### src/hw/rtl/bwlp_pkg.sv
// shared types and constants for the butterworth low-pass biquad
// no dependencies
package bwlp_pkg;

  localparam int RATE_W   = 18;
  localparam int CUT_W    = 17;
  localparam int SMP_W    = 16;
  localparam int COEF_W   = 32;
  localparam int WIDE_W   = 64;
  localparam int QUOT_W   = 33;
  localparam int XSUM_W   = 18;
  localparam int ACC_W    = 52;
  localparam int CNT_W    = 6;

  localparam logic [RATE_W-1:0] RATE_RESET  = 18'd48000;
  localparam logic [13:0]       PI_Q12      = 14'd12868;
  localparam logic [14:0]       SQRT2PI_Q12 = 15'd18198;
  localparam logic [CNT_W-1:0]  DIV_LAST    = 6'd33;

  localparam logic REG_SAMPLE_RATE = 1'b0;

  typedef struct packed {
    logic [RATE_W-1:0]       fs;
    logic [CUT_W-1:0]        fc;
    logic signed [SMP_W-1:0] x;
  } item_t;

  typedef struct packed {
    logic load;
    logic step;
    logic first;
  } div_ctrl_t;

  typedef enum logic [3:0] {
    S_IDLE,
    S_PROD,
    S_SQ,
    S_SUM,
    S_DIV,
    S_COEF,
    S_MUL,
    S_ACC,
    S_OUT
  } state_t;

endpackage

### src/hw/rtl/bwlp_front.sv
// front end: takes input beats, clamps the cutoff and forms a queue entry
// depends on bwlp_pkg
module bwlp_front (
  input  logic                                in_valid,
  output logic                                in_ready,
  input  logic signed [bwlp_pkg::SMP_W-1:0]   sample_in,
  input  logic [bwlp_pkg::CUT_W-1:0]          cutoff_hz,
  input  logic [bwlp_pkg::RATE_W-1:0]         sample_rate,
  input  logic                                q_full,
  output logic                                push,
  output bwlp_pkg::item_t                     item
);

  logic [bwlp_pkg::CUT_W-1:0] half_rate;
  logic [bwlp_pkg::CUT_W-1:0] fc_clip;

  always_comb begin
    half_rate = sample_rate[bwlp_pkg::RATE_W-1:1];
    fc_clip   = (cutoff_hz > half_rate) ? half_rate : cutoff_hz;
    if (fc_clip == '0) begin
      fc_clip = 17'd1;
    end
  end

  assign in_ready = !q_full;
  assign push     = in_valid && !q_full;
  assign item.fs  = sample_rate;
  assign item.fc  = fc_clip;
  assign item.x   = sample_in;

endmodule

### config.mk
export PLATFORM = sky130hd
export DESIGN_NAME = bwlp_front
export DESIGN_NICKNAME = d
export VERILOG_FILES = /design/src/hw/rtl/bwlp_pkg.sv /design/src/hw/rtl/bwlp_front.sv
export SDC_FILE = /design/constraint.sdc
export NUM_CORES = 1
export LEC_CHECK = 0
export BUFFER_PORTS_ARGS = -buffer_cell sky130_fd_sc_hd__buf_4
export CAP_MARGIN = 20
export CORE_MARGIN = 2
export CORE_UTILIZATION = 38
export DETAILED_ROUTE_END_ITERATION = 10
export PLACE_DENSITY_LB_ADDON = 0.08
export SLEW_MARGIN = 10
export SYNTH_ARGS = -nofsm -noshare
export SYNTH_HDL_FRONTEND = slang
export SYNTH_SLANG_ARGS = --single-unit
### constraint.sdc
create_clock -name vclk -period 2.85
set_input_delay 0.285 -clock vclk [all_inputs]
set_output_delay 0.285 -clock vclk [all_outputs]
set_load 0.02 [all_outputs]
==> flow_metrics.tcl <==
set metrics [dict create \
    status "finished clean" \
    dieWidth_um 56.0 \
    viasPerCell 5.05 \
    start_util_pct 40.7 \
    antennaDiodeCount 0 \
    cellPowerDensity_mw_per_mm2 224 \
    fin_crit_sh_pct 94.4 \
    p_clk_share_pct 0 \
    first_iter_violations 14 \
    port_buffers 72 \
    nClkBuffers 0 \
    irDropWorstVdd_mv 0.115 \
    post-place-ws_ps 169 \
    detail_route.wirelength_mm 2.59 \
    drcViolationCount 0 \
    cp_max_fo 8 \
    cts_resized 0 \
    antenna_found_initial 0 \
    grt_max_degree 10 \
    first_pass_iters 4 \
    layout-drive-gt1-share_pct 56.3 \
    p_leak_nw 0.772 \
    min_path_cells 0 \
    area_growth_pct 32.9 \
    vias 994 \
    grt_pass1_vias 941 \
    final_common_cell "buf_4" \
    grt_pass1_wl_mm 4.18 \
    groute.usage.overall_pct 15.5 \
    setup_viol 0 \
    setup_ws_ps 160 \
    finalHoldViolCount 0 \
    postCtsSetupBuffers 0 \
    rows 18 \
    syn_inst 127 \
    synth-seq-area-share_pct 0 \
    yosysUniqueCellTypes 23 \
    min_from "sample_in[0]" \
    max-cap-violations 0 \
    hp-class "in2out" \
    max_freq_mhz 372 \
    seqPwrFrac_pct 0 \
    syn_area_sq_mm 0.00103 \
    tns_ps 0 \
    arrival_ps 2410 \
    period_minus_slack_ps 2690 \
    internal_power_mw 0.159 \
    swShare_pct 48.1 \
    avgSynthCellArea_sq_um 8.08 \
    seq_cell_count 0 \
    die_h_um 56.0 \
    synth_nets 197 \
    ios 106 \
    rsz0062_at_grt "false" \
    ant_nets 0 \
    holdPathEnd "item[0]" \
    core_area_sq_mm 0.00252 \
    layout_common_cells "buf_4 (74), inv_1 (19), ha_1 (17)" \
    die_area_sq_mm 0.00313 \
    tightest_slew_ps 347 \
    grt_overflow_total 0 \
    slew_viol_final 0 \
    startpoint_type "input port" \
    combPwrFrac_pct 100.0 \
    switchingPower_mw 0.147 \
    path_class "in2out" \
    cts_hold_buf 0 \
    required_ps 2570 \
    drt-wirelength-per-cell_um 13.1 \
    gp_congestion 0.786 \
    crit_path_end_kind "output port" \
    slew_headroom_pct 76.7 \
    ys_warn_count 0 \
    regArea_sq_um 0 \
    post-dp-hpwl_mm 2.33 \
    fin_nets 239 \
]
## metal layers
| metal | wire, um | vias to the layer above | track usage (%) |
|---|---|---|---|
| met3 | 191 | 4 | 1.16 |
| met5 | 0 | - | 0 |
| met4 | 14 | 0 | 1.02 |
| met2 | 1310 | 43 | 28.9 |
| li1 | - | 496 | - |
| met1 | 1070 | 451 | 20.1 |
## power by group through the flow
stage               Combinational (mW)  Clock (mW)  Sequential, mW
floorplan                        0.224           0               0
global placement                 0.304           0               0
detailed placement               0.309           0               0
CTS                              0.310           0               0
global route                     0.330           0               0
finish                           0.306           0               0
## metrics by stage
stage               instances  total power [mW]  instance area, sq um  utilization (%)  hold slack (ps)
detailed placement        197             0.309                  1360             54.1              570
CTS                       197             0.310                  1360             54.1              570
finish                    197             0.306                  1360             54.1              570
global placement          197             0.304                  1360             54.1              570
global route              197             0.330                  1360             54.1              570
floorplan                 127             0.224                  1030                -              647
## synthesized netlist by cell type
cell type,instances,area (sq um)
o21ai_0,2,10.0
a21o_1,1,7.51
nand4_1,4,25.0
nor3_1,2,10.0
nand3_1,2,10.0
or4_4,1,11.3
a41oi_1,1,8.76
buf_12,1,20.0
nor4_1,8,50.1
a21oi_1,5,25.0
mux2_2,7,78.8
a221oi_1,1,8.76
a211oi_2,1,12.5
nand2_1,4,15.0
mux2i_1,1,10.0
a31oi_1,1,6.26
ha_1,17,213
inv_1,19,71.3
nor2_1,4,15.0
nor2b_1,1,6.26
a31oi_4,1,21.3
buf_4,34,255
mux2_4,9,135
## worst max path at each step
| stage | start | endpoint | slack, ps |
|---|---|---|---|
| after floorplan | sample_rate[7] | item[16] | 330 |
| after global placement | cutoff_hz[6] | item[22] | 200 |
| after detailed placement | sample_rate[7] | item[18] | 170 |
| after CTS | sample_rate[7] | item[18] | 160 |
| after global routing | cutoff_hz[6] | item[18] | 60 |
| final | sample_rate[7] | item[18] | 160 |
## logic make-up (layout without fill, tap and decap cells)
group / Yosys count / count (layout) / share of synthesized area, %
muxes: 17 / 17 / 21.8
adders and majority gates: 17 / 17 / 20.7
buffers and inverters: 54 / 94 / 33.8
and+or+nand+nor: 26 / 26 / 13.9
AOI/OAI and AO/OA: 13 / 13 / 9.76
## layout make-up
type	instances	area (sq um)
multi-input combinational	73	679
timing repair buffer	75	576
inverter	19	71.3
fill	267	1160
tap	30	37.5
## critical path, cell delays in order
cell and delay (ps):
buf_4 100, inv_1 40, ha_1 300, a211oi_2 180
nor2_1 70, or4_4 520, a31oi_4 180, buf_4 210
mux2_2 350, buf_4 160
Note: power is estimated with default switching activity, not from simulation.
