**config.mk**
```make
export PLATFORM = sky130hd
export DESIGN_NAME = bwlp_queue
export DESIGN_NICKNAME = d
export VERILOG_FILES = /design/src/hw/rtl/bwlp_pkg.sv /design/src/hw/rtl/bwlp_queue.sv
export SDC_FILE = /design/constraint.sdc
export NUM_CORES = 1
export LEC_CHECK = 0
export ABC_AREA = 1
export BUFFER_PORTS_ARGS = -buffer_cell sky130_fd_sc_hd__buf_2
export CAP_MARGIN = 15
export CORE_AREA = 2 2 132 134
export DETAILED_ROUTE_END_ITERATION = 6
export DIE_AREA = 0 0 134 136
export GPL_ROUTABILITY_DRIVEN = 0
export HOLD_SLACK_MARGIN = 0.02
export PLACE_DENSITY = 0.41
export SLEW_MARGIN = 40
export SYNTH_ARGS = -nofsm -noshare
export SYNTH_HDL_FRONTEND = slang
export SYNTH_SLANG_ARGS = --single-unit
```
**constraint.sdc**
```tcl
create_clock -name clk -period 3.25 [get_ports clk]
set_input_delay 0.325 -clock clk [delete_from_list [all_inputs] [get_ports clk]]
set_output_delay 0.325 -clock clk [all_outputs]
set_load 0.005 [all_outputs]
```
**src/hw/rtl/bwlp_pkg.sv**
```systemverilog
// shared types and constants for the butterworth low-pass biquad
// no dependencies
package bwlp_pkg;

  localparam int RATE_W   = 18;
  localparam int CUT_W    = 17;
  localparam int SMP_W    = 16;
  localparam int COEF_W   = 32;
  localparam int WIDE_W   = 64;
  localparam int QUOT_W   = 33;
  localparam int XSUM_W   = 18;
  localparam int ACC_W    = 52;
  localparam int CNT_W    = 6;

  localparam logic [RATE_W-1:0] RATE_RESET  = 18'd48000;
  localparam logic [13:0]       PI_Q12      = 14'd12868;
  localparam logic [14:0]       SQRT2PI_Q12 = 15'd18198;
  localparam logic [CNT_W-1:0]  DIV_LAST    = 6'd33;

  localparam logic REG_SAMPLE_RATE = 1'b0;

  typedef struct packed {
    logic [RATE_W-1:0]       fs;
    logic [CUT_W-1:0]        fc;
    logic signed [SMP_W-1:0] x;
  } item_t;

  typedef struct packed {
    logic load;
    logic step;
    logic first;
  } div_ctrl_t;

  typedef enum logic [3:0] {
    S_IDLE,
    S_PROD,
    S_SQ,
    S_SUM,
    S_DIV,
    S_COEF,
    S_MUL,
    S_ACC,
    S_OUT
  } state_t;

endpackage

```
**src/hw/rtl/bwlp_queue.sv**
```systemverilog
// two-entry queue between front and back
// depends on bwlp_pkg
module bwlp_queue (
  input  logic            clk,
  input  logic            rst,
  input  logic            push,
  input  bwlp_pkg::item_t item_in,
  output logic            full,
  input  logic            pop,
  output bwlp_pkg::item_t item_out,
  output logic            empty
);

  bwlp_pkg::item_t mem [2];
  logic            wr_ptr;
  logic            rd_ptr;
  logic [1:0]      count;

  always_ff @(posedge clk) begin
    if (rst) begin
      wr_ptr <= 1'b0;
      rd_ptr <= 1'b0;
      count  <= 2'd0;
    end else begin
      if (push) begin
        wr_ptr <= !wr_ptr;
      end
      if (pop) begin
        rd_ptr <= !rd_ptr;
      end
      count <= count + {1'b0, push} - {1'b0, pop};
    end
  end

  always_ff @(posedge clk) begin
    if (push) begin
      mem[wr_ptr] <= item_in;
    end
  end

  assign item_out = mem[rd_ptr];
  assign full     = (count == 2'd2);
  assign empty    = (count == 2'd0);

endmodule

```
==> load_flow_metrics.sql <==
INSERT INTO impl_metrics (metric_group, metric, value, unit) VALUES
('outcome', 'outcome', 'finished, final reports clean', ''),
('final_layout', 'areaGrowthSynthToFinish', '26.0', '%'),
('synth', 'avgSynthCellArea', '21.9', 'um2'),
('synth', 'yosysTopAreaCell', 'sky130_fd_sc_hd__edfxtp_1', ''),
('global_routing', 'grt-ovfl-total', '0', ''),
('die', 'initial_core_util', '24.7', '%'),
('setup_path', 'critPathKind', 'reg -> out', ''),
('final_layout', 'drive_gt1_share', '57.6', '%'),
('clock_tree', 'clk_pin_slew_worst_paths', '0.07', 'ns'),
('clock_tree', 'postCtsResizedCells', '0', ''),
('synth', 'synth_most_common_cell', 'sky130_fd_sc_hd__edfxtp_1', ''),
('setup_path', 'critPathLaunchType', 'flip-flop', ''),
('setup_path', 'critPathArrivalTime', '1.95', 'ns'),
('drt', 'detailroute.via_count', '2019', ''),
('drt', 'postRouteWirelength', '7.57', 'mm'),
('sta', 'tightestPinTransition', '0.670', 'ns'),
('setup_path', 'timing.critical_path.to_type', 'output port', ''),
('global_routing', 'grt_pass1_vias', '2160', ''),
('drt', 'drc_markers', '0', ''),
('synth', 'yosys_warnings', '0', ''),
('sta', 'timing.final.hold_violations', '0', ''),
('synth', 'synth.lib_cells_used.distinct', '14', ''),
('sta', 'setup_viol', '0', ''),
('synth', 'synth-edff-count', '102', ''),
('setup_path', 'setup.reg_to_reg.worst_slack', '1.70', 'ns'),
('setup_path', 'critPathMaxStageDelay', '0.77', 'ns'),
('sta', 'fin_crit', '2.28', 'ns'),
('die', 'fp.dieW', '134', 'um'),
('synth', 'seq_area_frac_synth', '76.0', '%'),
('power_and_ir_drop', 'power-per-cell-area', '592', 'nW/um2'),
('clock_tree', 'postCtsSetupBuffers', '0', ''),
('global_routing', 'grt_usage', '8.63', '%'),
('place', 'port-buffer-count', '107', ''),
('sta', 'slew-limit-headroom', '55.2', '%'),
('drt', 'drt-pass1-iter-count', '4', ''),
('sta', 'max_freq', '439', 'MHz'),
('clock_tree', 'clk_path_buf_depth', '2', ''),
('setup_path', 'data_required_time_of_the_critical_path', '2.92', 'ns'),
('drt', 'ant_nets', '0', ''),
('final_layout', 'layoutNonFillerInstCount', '536', ''),
('sta', 'rsz_0062_raised_after_global_routing', 'false', ''),
('power_and_ir_drop', 'totalPowerFinal', '3.10', 'mW'),
('clock_tree', 'cts.root.buffer_cell', 'sky130_fd_sc_hd__clkbuf_16', ''),
('die', 'ports', '108', ''),
('clock_tree', 'clock_tree.htree_level_count', '3', ''),
('place', 'dp_cells', '520', ''),
('flow_run', 'drv.max_cap_violation_count', '0', ''),
('final_layout', 'final.fill_count', '1675', ''),
('sta', 'final_worst_path_cycle_share', '70.1', '%'),
('power_and_ir_drop', 'power_leakage', '2.06', 'nW'),
('sta', 'timing.setup.tns', '0', 'ns'),
('power_and_ir_drop', 'vdd_drop_max', '0.288', 'mV'),
('final_layout', 'diodes', '0', ''),
('drt', 'routedWlPerCell', '14.1', 'um'),
('place', 'placement.cell_area', '4930', 'um2'),
('place', 'hpwlAfterDp', '4.93', 'mm'),
('clock_tree', 'clock-sinks', '107', ''),
('final_layout', 'area_of_all_placed_cells_without_fillers', '5240', 'um2'),
('die', 'design.die.area', '18200', 'um2'),
('setup_path', 'crit_slowest_cell', 'sky130_fd_sc_hd__dfxtp_4', ''),
('drt', 'vias_per_cell', '3.77', ''),
('sta', 'clock_skew', '0.00480', 'ns'),
('global_routing', 'wire_length_of_the_first_global_routing_pass', '11.5', 'mm'),
('clock_tree', 'cts-buffers-inserted', '9', ''),
('setup_path', 'path_cells', 'buf_4 > mux2_4 > buf_2', ''),
('clock_tree', 'clock_latency', '0.34', 'ns'),
('die', 'die-height', '136', 'um'),
('drt', 'first_iter_violations', '47', ''),
('global_routing', 'grt_max_degree', '33', ''),
('synth', 'synth.cells.most_frequent', '102 x sky130_fd_sc_hd__edfxtp_1, 50 x sky130_fd_sc_hd__mux2_4, 8 x sky130_fd_sc_hd__inv_1, 8 x sky130_fd_sc_hd__nor2_1', ''),
('clock_tree', 'cts.hold.buffers_added', '0', '');
## flip-flops by register name, summed over array words and instances (netlist names), named ones only
name    count
mem       102
wr_ptr      1
rd_ptr      1
count       2
## cells in the final DEF, fill, tap and decap left out, types with 2 or more instances in the layout
cell type / netlist / final
sky130_fd_sc_hd__clkbuf_1: 0 / 2
sky130_fd_sc_hd__ha_1: 2 / 2
sky130_fd_sc_hd__dfxtp_1: 5 / 4
sky130_fd_sc_hd__clkinv_2: 0 / 2
sky130_fd_sc_hd__buf_12: 5 / 2
sky130_fd_sc_hd__inv_1: 8 / 7
sky130_fd_sc_hd__bufinv_16: 0 / 2
sky130_fd_sc_hd__buf_2: 0 / 107
sky130_fd_sc_hd__clkbuf_16: 0 / 9
sky130_fd_sc_hd__nor2_1: 8 / 7
sky130_fd_sc_hd__nand2_1: 4 / 4
sky130_fd_sc_hd__edfxtp_1: 102 / 102
sky130_fd_sc_hd__mux2_4: 50 / 50
sky130_fd_sc_hd__buf_4: 0 / 2
## cell type report
| class | instances | area, um2 | share of cell area (%) |
|---|---|---|---|
| clock buffer | 11 | 233 | 4.44 |
| clock inverter | 5 | 77.6 | 1.48 |
| inverter | 8 | 30.0 | 0.573 |
| multi-input combinational | 69 | 863 | 16.5 |
| sequential | 107 | 3170 | 60.4 |
| tap | 225 | 282 | 5.37 |
| timing repair buffer | 111 | 591 | 11.3 |
## stage by stage
stage / util (%) / worst slack (ns) / hold slack [ns]
global placement: 29.2 / 1.31 / 0.492
CTS: 31.1 / 0.896 / 0.142
finish: 31.1 / 0.971 / 0.162
global route: 31.1 / 0.847 / 0.140
floorplan: - / 0.282 / 0.396
detailed placement: 29.2 / 1.29 / 0.506
## worst max-delay path, delay by kind of cell, from the launching register on
family   cells  cell delay, ns
mux          1            0.32
flops        1            0.77
buf+inv      2            0.50
## final timing paths
path | from | cells after the start | end
max | flip-flop | 3 | item_out[16]
max reg2reg | wr_ptr$_SDFFE_PP0P_ | 3 | mem[1][22]$_DFFE_PP_
min reg2reg | rd_ptr$_SDFFE_PP0P_ | 2 | flip-flop
min | item_in[8] | 1 | mem[0][8]$_DFFE_PP_
## where the power goes
part	total (mW)	internal, mW	leakage [nW]	switching (mW)
Clock	1.14	0.673	0.150	0.467
Sequential	1.64	1.59	1.00	0.0415
Combinational	0.326	0.191	0.914	0.134
## cells by family after synthesis
| family | count (synthesis) | share of synthesized area [%] |
|---|---|---|
| AOI/OAI and AO/OA | 1 | 0.120 |
| xor gates and xnor gates | 1 | 0.211 |
| adders and majority gates | 2 | 0.601 |
| buffers and inverters | 14 | 3.40 |
| DFF | 107 | 76.0 |
| muxes | 51 | 18.3 |
| and+or+nand+nor | 14 | 1.32 |
## routing by layer
layer,up-vias,routed length [um],share of wire (%),track usage (%)
li1,955,-,-,-
met3,12,460,6.1,2.72
met5,-,0,0,0
met4,0,206,2.7,5.67
met1,986,3210,42,9.55
met2,66,3700,49,14.3
(Power assumes the default switching activity.)
